$ cat src/design/dday_pkg.sv
// Package for the date day-difference unit: widths, constants, the controller
// state type, the command struct, and the month offset table.
// Depends on nothing; every other file of the block refers to it by scope.
package dday_pkg;

	// Field and internal widths.
	localparam int DATE_W  = 27;  // binary value of the decimal YYYYMMDD
	localparam int YEAR_W  = 14;  // quotient of a date by 10000
	localparam int REM_W   = 14;  // remainder below 10000 (MMDD)
	localparam int MONTH_W = 7;   // month field, 0 to 99
	localparam int DAY_W   = 7;   // day field, 0 to 99
	localparam int QTR_W   = 13;  // leap days before a year
	localparam int MOFF_W  = 9;   // days before a month, up to 335
	localparam int ORD_W   = 23;  // day ordinal of a date
	localparam int DIFF_W  = 23;  // signed result
	localparam int RECIP_W = 13;  // width of the reciprocal of 100

	// Arithmetic constants.
	localparam int YEAR_DIV        = 10000;
	localparam int YEAR_PRE_SHIFT  = 4;         // 10000 = 16 * 625
	localparam int RECIP_625       = 13743896;  // ceil(2^33 / 625), exact for 23-bit values
	localparam int RECIP_625_SHIFT = 33;
	localparam int RECIP_625_W     = 24;
	localparam int MONTH_SCALE     = 100;
	localparam int RECIP_100       = 5243;  // ceil(2^19 / 100), exact below 43699
	localparam int RECIP_SHIFT     = 19;
	localparam int DAYS_PER_YEAR   = 365;
	localparam int DIFF_LIMIT      = 3660000;
	localparam int MONTH_JAN       = 1;
	localparam int MONTH_FEB       = 2;
	localparam int MONTH_DEC       = 12;

	typedef enum logic [2:0] {
		ST_IDLE,
		ST_DIV,
		ST_REM,
		ST_SPLIT,
		ST_ORD1,
		ST_ORD2,
		ST_DIFF
	} state_t;

	typedef struct packed {
		logic load;
		logic quot;
		logic rem;
		logic split;
		logic ord1;
		logic ord2;
		logic finish;
	} dp_cmd_t;

	// Days in the whole months before a month, from the month lengths
	// 31, 28, 31, 30, 31, 30, 31, 31, 30, 31, 30, 31 of a common year.
	function automatic logic [MOFF_W-1:0] days_before_month(input logic [MONTH_W-1:0] month);
		logic [MOFF_W-1:0] days;
		case (month)
			7'd1:    days = 9'd0;
			7'd2:    days = 9'd31;
			7'd3:    days = 9'd59;
			7'd4:    days = 9'd90;
			7'd5:    days = 9'd120;
			7'd6:    days = 9'd151;
			7'd7:    days = 9'd181;
			7'd8:    days = 9'd212;
			7'd9:    days = 9'd243;
			7'd10:   days = 9'd273;
			7'd11:   days = 9'd304;
			7'd12:   days = 9'd334;
			default: days = 9'd0;
		endcase
		return days;
	endfunction

endpackage

$ cat src/design/dday_req_if.sv
// Request channel of the date day-difference unit: valid, ready and two dates.
// Depends on dday_pkg for the date width.
interface dday_req_if;
	logic                         valid;
	logic                         ready;
	logic [dday_pkg::DATE_W-1:0]  first_date;
	logic [dday_pkg::DATE_W-1:0]  second_date;

	modport source(output valid, output first_date, output second_date, input ready);
	modport sink(input valid, input first_date, input second_date, output ready);
endinterface

$ cat src/design/dday_rsp_if.sv
// Result channel of the date day-difference unit: valid, ready, day count, flag.
// Depends on dday_pkg for the result width.
interface dday_rsp_if;
	logic                                valid;
	logic                                ready;
	logic signed [dday_pkg::DIFF_W-1:0]  day_difference;
	logic                                bad_month;

	modport source(output valid, output day_difference, output bad_month, input ready);
	modport sink(input valid, input day_difference, input bad_month, output ready);
endinterface

$ cat src/design/date_day_difference_unit.sv
// Top level of the date day-difference unit: controller plus datapath.
// Depends on dday_pkg, dday_req_if, dday_rsp_if, dday_ctrl and dday_datapath.
//
// Channel   Dir  Payload                              Word accepted when
// request   in   first_date[26:0], second_date[26:0]  request.valid && request.ready
// result    out  day_difference[22:0] s, bad_month    result.valid && result.ready
//
// Each word passes through the accept, one reciprocal multiply that yields the
// years, the remainder below 10000, the month split, two ordinal steps and
// the difference. The result becomes valid as the difference step ends, when
// the controller returns to idle and can take the next request word.
// The result sits in an output register; a new request word is taken while it
// waits, and only the difference cycle stalls until that register is free.
// Reset is asynchronous and active low; it clears the controller, the valid
// flag and the output register, and the unit then accepts a word as soon as
// reset is released.
module date_day_difference_unit (
	input  logic        clk,
	input  logic        arst_n,
	dday_req_if.sink    request,
	dday_rsp_if.source  result
);

	dday_pkg::dp_cmd_t    cmd;

	// The controller owns the handshakes and walks the datapath through the
	// divide, remainder, split, ordinal and difference steps.
	dday_ctrl u_ctrl (
		.clk       (clk),
		.arst_n    (arst_n),
		.req_valid (request.valid),
		.req_ready (request.ready),
		.rsp_valid (result.valid),
		.rsp_ready (result.ready),
		.cmd       (cmd)
	);

	// Both dates run in parallel lanes of the datapath; the day ordinals are
	// subtracted, saturated, and forced to zero when a month is out of range.
	dday_datapath u_dp (
		.clk            (clk),
		.arst_n         (arst_n),
		.cmd            (cmd),
		.first_date     (request.first_date),
		.second_date    (request.second_date),
		.day_difference (result.day_difference),
		.bad_month      (result.bad_month)
	);

endmodule

$ cat src/design/dday_datapath.sv
// Datapath of the date day-difference unit: two date lanes with a reciprocal
// multiplier for the division by 10000, month and day split, ordinal sum and
// saturated difference. Depends on dday_pkg; driven by dday_ctrl through dp_cmd_t.
module dday_datapath (
	input  logic                                clk,
	input  logic                                arst_n,
	input  dday_pkg::dp_cmd_t                   cmd,
	input  logic [dday_pkg::DATE_W-1:0]         first_date,
	input  logic [dday_pkg::DATE_W-1:0]         second_date,
	output logic signed [dday_pkg::DIFF_W-1:0]  day_difference,
	output logic                                bad_month
);

	localparam int DATE_W  = dday_pkg::DATE_W;
	localparam int YEAR_W  = dday_pkg::YEAR_W;
	localparam int REM_W   = dday_pkg::REM_W;
	localparam int MONTH_W = dday_pkg::MONTH_W;
	localparam int DAY_W   = dday_pkg::DAY_W;
	localparam int QTR_W   = dday_pkg::QTR_W;
	localparam int MOFF_W  = dday_pkg::MOFF_W;
	localparam int ORD_W   = dday_pkg::ORD_W;
	localparam int DIFF_W  = dday_pkg::DIFF_W;
	localparam int PROD_W  = REM_W + dday_pkg::RECIP_W;
	localparam int PRE_SH  = dday_pkg::YEAR_PRE_SHIFT;
	localparam int QPROD_W = (DATE_W - PRE_SH) + dday_pkg::RECIP_625_W;

	localparam logic signed [ORD_W:0] LIM_POS = (ORD_W+1)'(dday_pkg::DIFF_LIMIT);
	localparam logic signed [ORD_W:0] LIM_NEG = -LIM_POS;

	logic [DATE_W-1:0]  date_in   [2];
	logic [DATE_W-1:0]  dvd_q     [2];   // the date as loaded
	logic [YEAR_W-1:0]  year_q    [2];
	logic [REM_W-1:0]   rem_q     [2];
	logic [MONTH_W-1:0] month_q   [2];
	logic [DAY_W-1:0]   day_q     [2];
	logic [ORD_W-1:0]   yr365_q   [2];
	logic [QTR_W-1:0]   quarter_q [2];
	logic [MOFF_W-1:0]  moff_q    [2];
	logic [ORD_W-1:0]   ord_q     [2];
	logic               bad_q;
	logic               bad_out_q;
	logic [DIFF_W-1:0]  diff_out_q;

	logic [QPROD_W-1:0] qprod     [2];
	logic [REM_W-1:0]   rem_nx    [2];
	logic [PROD_W-1:0]  prod      [2];
	logic [YEAR_W:0]    year_p3   [2];
	logic               month_ok  [2];
	logic [REM_W-1:0]   day_full  [2];
	logic [MOFF_W-1:0]  moff_nx   [2];
	logic signed [ORD_W:0] diff_w;
	logic signed [ORD_W:0] diff_sat;

	assign date_in[0] = first_date;
	assign date_in[1] = second_date;

	always_comb begin
		for (int i = 0; i < 2; i++) begin
			// The date over 16, times the reciprocal of 625, gives the year.
			qprod[i]  = QPROD_W'(dvd_q[i][DATE_W-1:PRE_SH])
			          * QPROD_W'(dday_pkg::RECIP_625);
			// The remainder is below 10000, so 14-bit wrapping arithmetic is exact.
			rem_nx[i] = dvd_q[i][REM_W-1:0]
			          - REM_W'(year_q[i]) * REM_W'(dday_pkg::YEAR_DIV);
			prod[i]   = PROD_W'(rem_q[i]) * PROD_W'(dday_pkg::RECIP_100);
			year_p3[i] = (YEAR_W+1)'(year_q[i]) + (YEAR_W+1)'(3);
			month_ok[i] = month_q[i] inside {[dday_pkg::MONTH_JAN : dday_pkg::MONTH_DEC]};
			day_full[i] = rem_q[i] - REM_W'(month_q[i]) * REM_W'(dday_pkg::MONTH_SCALE);
			// A year divisible by four adds its leap day after February.
			moff_nx[i] = dday_pkg::days_before_month(month_q[i])
			           + MOFF_W'((year_q[i][1:0] == 2'b00)
			                     && (month_q[i] > MONTH_W'(dday_pkg::MONTH_FEB)));
		end
		diff_w = $signed({1'b0, ord_q[0]}) - $signed({1'b0, ord_q[1]});
		if (diff_w > LIM_POS) begin
			diff_sat = LIM_POS;
		end else if (diff_w < LIM_NEG) begin
			diff_sat = LIM_NEG;
		end else begin
			diff_sat = diff_w;
		end
	end

	always_ff @(posedge clk) begin
		for (int i = 0; i < 2; i++) begin
			if (cmd.load) begin
				dvd_q[i] <= date_in[i];
			end
			if (cmd.quot) begin
				year_q[i] <= qprod[i][dday_pkg::RECIP_625_SHIFT +: YEAR_W];
			end
			if (cmd.rem) begin
				rem_q[i] <= rem_nx[i];
			end
			if (cmd.split) begin
				month_q[i] <= prod[i][dday_pkg::RECIP_SHIFT +: MONTH_W];
			end
			if (cmd.ord1) begin
				yr365_q[i]   <= ORD_W'(year_q[i]) * ORD_W'(dday_pkg::DAYS_PER_YEAR);
				quarter_q[i] <= year_p3[i][YEAR_W:2];
				moff_q[i]    <= moff_nx[i];
				day_q[i]     <= day_full[i][DAY_W-1:0];
			end
			if (cmd.ord2) begin
				ord_q[i] <= yr365_q[i] + ORD_W'(quarter_q[i]) + ORD_W'(moff_q[i])
				          + ORD_W'(day_q[i]);
			end
		end
		if (cmd.ord1) begin
			bad_q <= !month_ok[0] || !month_ok[1];
		end
	end

	always_ff @(posedge clk or negedge arst_n) begin
		if (!arst_n) begin
			bad_out_q  <= 1'b0;
			diff_out_q <= '0;
		end else if (cmd.finish) begin
			bad_out_q  <= bad_q;
			diff_out_q <= bad_q ? '0 : diff_sat[DIFF_W-1:0];
		end
	end

	assign day_difference  = $signed(diff_out_q);
	assign bad_month       = bad_out_q;

endmodule

$ cat src/design/dday_ctrl.sv
// Controller of the date day-difference unit: sequencing state machine and the
// result valid flag. Depends on dday_pkg; commands dday_datapath.
module dday_ctrl (
	input  logic                  clk,
	input  logic                  arst_n,
	input  logic                  req_valid,
	output logic                  req_ready,
	output logic                  rsp_valid,
	input  logic                  rsp_ready,
	output dday_pkg::dp_cmd_t     cmd
);

	dday_pkg::state_t state_q;
	dday_pkg::state_t state_nx;
	logic             rsp_valid_q;
	logic             out_free;

	// The output register may be reloaded when empty or emptied this cycle.
	assign out_free = !rsp_valid_q || rsp_ready;

	always_comb begin
		state_nx = state_q;
		case (state_q)
			dday_pkg::ST_IDLE:  if (req_valid) state_nx = dday_pkg::ST_DIV;
			dday_pkg::ST_DIV:   state_nx = dday_pkg::ST_REM;
			dday_pkg::ST_REM:   state_nx = dday_pkg::ST_SPLIT;
			dday_pkg::ST_SPLIT: state_nx = dday_pkg::ST_ORD1;
			dday_pkg::ST_ORD1:  state_nx = dday_pkg::ST_ORD2;
			dday_pkg::ST_ORD2:  state_nx = dday_pkg::ST_DIFF;
			dday_pkg::ST_DIFF:  if (out_free) state_nx = dday_pkg::ST_IDLE;
			default:            state_nx = dday_pkg::ST_IDLE;
		endcase
	end

	always_comb begin
		cmd       = '0;
		req_ready = 1'b0;
		case (state_q)
			dday_pkg::ST_IDLE: begin
				req_ready = 1'b1;
				cmd.load  = req_valid;
			end
			dday_pkg::ST_DIV:   cmd.quot   = 1'b1;
			dday_pkg::ST_REM:   cmd.rem    = 1'b1;
			dday_pkg::ST_SPLIT: cmd.split  = 1'b1;
			dday_pkg::ST_ORD1:  cmd.ord1   = 1'b1;
			dday_pkg::ST_ORD2:  cmd.ord2   = 1'b1;
			dday_pkg::ST_DIFF:  cmd.finish = out_free;
			default:            cmd        = '0;
		endcase
	end

	always_ff @(posedge clk or negedge arst_n) begin
		if (!arst_n) begin
			state_q     <= dday_pkg::ST_IDLE;
			rsp_valid_q <= 1'b0;
		end else begin
			state_q <= state_nx;
			if (cmd.finish) begin
				rsp_valid_q <= 1'b1;
			end else if (rsp_ready) begin
				rsp_valid_q <= 1'b0;
			end
		end
	end

	assign rsp_valid = rsp_valid_q;

endmodule

$ cat src/flat_wrapper.sv
// flat-port wrapper written by rule: the top's interface ports become plain ports
module date_day_difference_unit_flat 
  (clk, arst_n, request_valid, request_first_date, request_second_date, request_ready, result_valid, result_day_difference, result_bad_month, result_ready);
  dday_req_if request_i ();
  dday_rsp_if result_i ();
  input  logic clk;
  input  logic arst_n;
  input wire logic [$bits(request_i.valid)-1:0] request_valid;
  input wire logic [$bits(request_i.first_date)-1:0] request_first_date;
  input wire logic [$bits(request_i.second_date)-1:0] request_second_date;
  output wire logic [$bits(request_i.ready)-1:0] request_ready;
  output wire logic [$bits(result_i.valid)-1:0] result_valid;
  output wire logic [$bits(result_i.day_difference)-1:0] result_day_difference;
  output wire logic [$bits(result_i.bad_month)-1:0] result_bad_month;
  input wire logic [$bits(result_i.ready)-1:0] result_ready;
  assign request_i.valid = request_valid;
  assign request_i.first_date = request_first_date;
  assign request_i.second_date = request_second_date;
  assign request_ready = request_i.ready;
  assign result_valid = result_i.valid;
  assign result_day_difference = result_i.day_difference;
  assign result_bad_month = result_i.bad_month;
  assign result_i.ready = result_ready;
  date_day_difference_unit u_core (.clk(clk), .arst_n(arst_n), .request(request_i), .result(result_i));
endmodule
$ cat config.mk
export PLATFORM = sky130hd
export DESIGN_NAME = date_day_difference_unit_flat
export DESIGN_NICKNAME = d
export VERILOG_FILES = /design/src/design/dday_pkg.sv /design/src/design/dday_req_if.sv /design/src/design/dday_rsp_if.sv /design/src/design/date_day_difference_unit.sv /design/src/design/dday_datapath.sv /design/src/design/dday_ctrl.sv /design/src/flat_wrapper.sv
export SDC_FILE = /design/constraint.sdc
export NUM_CORES = 2
export LEC_CHECK = 0
export ABC_AREA = 0
export BUFFER_PORTS_ARGS = -buffer_cell sky130_fd_sc_hd__buf_2
export CORE_ASPECT_RATIO = 1.4
export CORE_MARGIN = 10
export CORE_UTILIZATION = 30
export DETAILED_ROUTE_END_ITERATION = 6
export PLACE_DENSITY = 0.53
export SETUP_SLACK_MARGIN = 0.4
export SYNTH_ARGS = -nofsm -noshare
export SYNTH_HDL_FRONTEND = slang
export SYNTH_SLANG_ARGS = --single-unit
$ cat constraint.sdc
create_clock -name clk -period 20.7 [get_ports clk]
set_input_delay 1.035 -clock clk [delete_from_list [all_inputs] [get_ports clk]]
set_output_delay 1.035 -clock clk [all_outputs]
set_load 0.005 [all_outputs]
Yosys cells after proc, flatten, opt, wreduce, memory -nomap -nowiden:

Memory sizes are Yosys's and may differ from the RTL's.
Cells that the tools add are included.

* input bits: 58
* register bits after elaboration: 29
* logic and storage cells: 103
* memory bits (read-only): 288
* memory bits (writable): 274
* output and inout bits: 26
* memories kept: 11

Memories
* (name not given): words 16, bits a word 9, rd ports 1, clocked after memory_dff 0, write ports 0, RTL line dday_pkg.sv:57 `case (month)`
* (name not given): words 16, bits a word 9, rd ports 1, clocked after memory_dff 0, write ports 0, RTL line dday_pkg.sv:57
* u_core.u_dp.dvd_q: words 2, bits a word 27, rd ports 2, clocked after memory_dff 0, write ports 2, RTL line dday_datapath.sv:31 `logic [DATE_W-1:0] dvd_q [2];`
* u_core.u_dp.ord_q: words 2, bits a word 23, rd ports 2, clocked after memory_dff 0, write ports 2, RTL line dday_datapath.sv:39 `logic [ORD_W-1:0] ord_q [2];`
* u_core.u_dp.yr365_q: words 2, bits a word 23, rd ports 2, clocked after memory_dff 0, write ports 2, RTL line dday_datapath.sv:36 `logic [ORD_W-1:0] yr365_q [2];`
* u_core.u_dp.rem_q: words 2, bits a word 14, rd ports 2, clocked after memory_dff 0, write ports 2, RTL line dday_datapath.sv:33 `logic [REM_W-1:0] rem_q [2];`
* 5 more memories

* multipliers: 10
* reduce and logical (&&, ||, !) cells: 16
* mux-type cells: 30
* magnitude comparators: 8
* eq/ne operators: 8
* add/sub/neg operators: 15

Operators with widths (number)
* $mul A23 B21 Y44 const B: 2
* $mux W23: 3
* $mul A14 B13 Y26 const B: 2
* $add A23 B13 Y23: 2
* $add A23 B7 Y23: 2
* $add A23 B9 Y23: 2
* $mul A14 B9 Y23 const B: 2
* $add A14 B2 Y15 const B: 2
* $mul A14 B10 Y10 const B: 2
* $sub A14 B14 Y14: 2
* $gt A24 B23 Y1 const B: 1
* $lt A24 B23 Y1 const B: 1
* $sub A23 B23 Y24: 1
* $mux W1: 22
* $pmux W3 S7: 1
* $add A9 B1 Y9: 2
* $mux W9: 2
* $ge A7 B1 Y1 const B: 2
* $gt A7 B2 Y1 const B: 2
* $le A7 B4 Y1 const B: 2
* $mul A7 B5 Y5 const B: 2
* $sub A7 B7 Y7: 2
* $eq A3 B3 Y1 const B: 3
* $logic_not A3 Y1: 3
* other kinds (10): 20

Logic depth before layout (Yosys ltp):

An unclocked memory read counts as a cell.

* depth after elaboration: 6
* gate-level depth with buffers: 24
* depth with buffers taken out: 24

Modules after synthesis:

From an unflattened synthesis, not the netlist that was laid out.

* cell total of the unflattened synthesis: 4053
* area total of the unflattened synthesis: 43733.2 um^2

By module, submodules not included
* dday_datapath: cells each 4028, area an instance 43488.0 um^2, seq. area each 8858.5 um^2, times used 1
* dday_ctrl: cells each 25, area an instance 245.2 um^2, seq. area each 100.1 um^2, times used 1

Least setup slack after synthesis:

OpenSTA, ideal clock, no wires.

* path kind: flip-flop to flip-flop
* start: register u_core.u_ctrl.state_q[2]
* end: register u_core.u_dp.bad_q (enable)
* cell stages (with the launch flop): 4
* period minus slack after synthesis: 8.450 ns
* slack: 12.250 ns
* buffers on the path: 1
* setup time: 0.697 ns
* arrival time: 7.753 ns
* required time: 20.003 ns
* cells stage by stage: dfrtp_1 -> clkbuf_1 -> inv_1 -> nor3_1

* cells in the longest elaborated chain, start to end: 2

Ends and longest elaborated chain
* start, declared: RTL line dday_ctrl.sv:13 `dday_pkg::state_t state_q;`
* start signal, assigned: RTL line dday_ctrl.sv:55 `state_q <= dday_pkg::ST_IDLE;`
* start signal, assigned: RTL line dday_ctrl.sv:58 `state_q <= state_nx;`
* $eq A3 B3 Y1: RTL line dday_ctrl.sv:38 `case (state_q)`
* $mux W1: RTL line dday_ctrl.sv:38
* end signal, assigned: RTL line dday_datapath.sv:110 `bad_q <= !month_ok[0] || !month_ok[1];`
* end, declared: RTL line dday_datapath.sv:40 `logic bad_q;`

Every way passes these cells.
A chain may end at the register's enable or synchronous reset.

==> results.toml <==
[yosys]
synth_seq_cells = 303
ys_seq_area_share_pct = 20.5
netlist_instances = 4032
synth_edf_count = 275
ys.flop_type = "edfxtp_1"
synth_cell_types = 79
synth_fp_nets = 5564
syn_avg_cell_area_um2 = 10.8
yosys_warnings = 0
ys_async_sr_fraction_pct = 9.24
netlist_area_um2 = 43700

[final_layout]
area_delta_synth_final_pct = 9.60
drive_above_1_share_pct = 4.72
finalNetCount = 5671
final_common_cell = "inv_1"
final_cell_mix = "inv_1 (1048), ha_1 (853), fa_1 (621)"

[status]
status = "finished clean"

[floorplan]
io-pin-count = 84
dieArea_um2 = 161000
dieHeight_um = 471
initial_core_util_pct = 30.2
chipWidth_um = 342
num_rows = 165
coreArea_um2 = 145000

[routing]
viasPerCell = 4.49
route.detailed.wl_per_inst_um = 17.0
first_pass_iters = 5
ant_nets = 0
drt-total-wl_um = 103000
drt_iter0_drc = 1067
route.detailed.drc = 0
dr_total_vias = 27400

[global_routing]
grt_overflow = 0
grt_max_degree = 76
antenna_found_initial = 8
grtUsageTotal_pct = 13.1
grt_pass1_wl_um = 167000
grt_pass1_vias = 30500

[placed_design]
dp_hpwl_um = 90800
port_buffers = 83
place.gp.congestion = 0.920

[sta]
finalSetupTns_ns = 0
hold_viol = 0
fin_crit_sh_pct = 34.5
rsz0062_at_grt = "no"
skew_ns = 0.0438
tightest_slew_ns = 1.09
timing.fmax_ghz = 0.140
setup_violations = 0
slew_viol_final = 0
maxSlewHeadroom_pct = 27.2
period_needed_ns = 7.15

[setup_path]
worstSetupStartpointType = "flip-flop"
setup.worst_path.end_class = "flip-flop"
r2r_start = "u_core.u_dp.dvd_q[0][19]"
worst_r2r_path_depth = 22
cp_data_arrival_time_ns = 7.49
required_ns = 21.05
worst-path-max-fanout = 4
critical_path_class = "reg2reg"
r2r-end = "u_core.u_dp.year_q[0][13]"
r2r_slack_ns = 13.55

[cts]
numCtsBuffers = 40
cts_max_path_buffers = 3
cts-resized-gates = 0
clk_latency_ns = 0.62
hold_buffers = 0
cts_setup_buffers = 0
cts_root_buffer = "clkbuf_16"
clkSinkCount = 303
clk_pin_slew_ns = 0.07
cts_tree = "yes"
htreeDepth = 2

[worst_hold_path]
hp-class = "reg2reg"
worst_hold_path.num_cells = 0
holdPathEnd = "u_core.u_dp.rem_q[0][0]"
min_from = "u_core.u_dp.dvd_q[0][0]"

[run]
drv_cap = 0
## worst max-delay path, cell delays in order, from the launching register on
cell and delay (ns):
edfxtp_1 0.50, ha_1 0.42, inv_1 0.17, fa_1 0.53, fa_1 0.51, inv_1 0.05, fa_1 0.64, fa_1 0.46
fa_1 0.49, inv_1 0.05, fa_1 0.52, inv_1 0.04, ha_1 0.32, o21a_1 0.19, o21a_1 0.16, o31ai_1 0.29
a2111oi_0 0.14, o21ai_0 0.43, a311oi_1 0.22, nor3_1 0.32, o21bai_1 0.14, a21oi_1 0.19, xnor2_1 0.09
## state kept, by name, indices dropped and copies added, names as in the netlist
name / count
u_core.u_dp.dvd_q: 54
u_core.u_dp.ord_q: 46
u_core.u_dp.yr365_q: 46
u_core.u_dp.rem_q: 28
u_core.u_dp.year_q: 28
u_core.u_dp.quarter_q: 26
u_core.u_dp.day_difference: 23
u_core.u_dp.moff_q: 18
u_core.u_dp.day_q: 14
u_core.u_dp.month_q: 14
u_core.u_ctrl.state_q: 3
u_core.u_ctrl.rsp_valid: 1
u_core.u_dp.bad_month: 1
u_core.u_dp.bad_q: 1
## how the worst max path moves through the flow
stage	end	slack, ns	cells after the start	from
4_1_cts	u_core.u_dp.year_q[0][13]	13.55	24	u_core.u_dp.dvd_q[0][5]
5_1_grt	u_core.u_dp.year_q[0][13]	13.11	24	u_core.u_dp.dvd_q[0][5]
2_1_floorplan	u_core.u_dp.bad_q	12.25	3	u_core.u_ctrl.state_q[2]
3_5_place_dp	u_core.u_dp.year_q[0][13]	13.57	24	u_core.u_dp.dvd_q[0][5]
3_3_place_gp	u_core.u_dp.year_q[0][13]	13.58	22	u_core.u_dp.dvd_q[0][18]
6_report	u_core.u_dp.year_q[0][13]	13.55	22	u_core.u_dp.dvd_q[0][19]
## layout make-up
| cell class | instances | area [um^2] |
|---|---|---|
| Fill cell | 14700 | 96600 |
| Multi-Input combinational cell | 2658 | 30700 |
| Sequential cell | 303 | 8960 |
| Inverter | 1048 | 3930 |
| Tap cell | 1920 | 2400 |
| Clock buffer | 50 | 1130 |
| Timing Repair Buffer | 88 | 453 |
| Clock inverter | 24 | 288 |
| Antenna cell | 2 | 5.00 |
## kinds of logic after synthesis
logic type	Yosys count	synth area share (%)
AO/OA/AOI/OAI	430	6.64
XOR/XNOR	229	4.59
adder cells (fa/ha/maj)	1474	52.9
buffers and inverters	1071	9.26
flip-flops	303	20.5
multiplexers	11	0.284
AND/OR/NAND/NOR	514	5.82
## per-stage QoR
stage	cells	area [um^2]	utilization, %	hold slack, ns	setup slack (ns)
2_1_floorplan	4032	43700	-	0.400	12.25
3_3_place_gp	6017	46400	32.1	0.406	13.58
3_5_place_dp	6017	46400	32.1	0.414	13.57
4_1_cts	6091	47900	33.1	0.428	13.55
5_1_grt	6092	47900	33.1	0.429	13.11
6_report	6093	47900	33.1	0.425	13.55
## per-layer routing
layer	GRT usage (%)	wire length, um	vias up	part of all wire (%)
li1	-	-	13300	-
met1	15.5	43500	13500	42
met2	24.4	53900	378	52
met3	1.50	2880	139	2.8
met4	3.82	3010	2	2.9
met5	0	11	-	0.011
## Yosys cell counts, drive strengths merged (26+ instances only)
library cell / instances / area (um^2)
o21ai: 76 / 388
nor3: 47 / 235
xor2: 61 / 534
edfxtp: 275 / 8260
nor2: 133 / 499
xnor2: 168 / 1470
inv: 1048 / 3930
ha: 853 / 10700
nand2: 114 / 428
dfrtp: 28 / 701
a21oi: 123 / 619
nand3: 54 / 275
nor2b: 29 / 181
fa: 621 / 12400
o21a: 26 / 195
a21o: 45 / 338
Power is not shown: default switching activity piles up to over one toggle a cycle in this logic, so the estimate is an artifact.
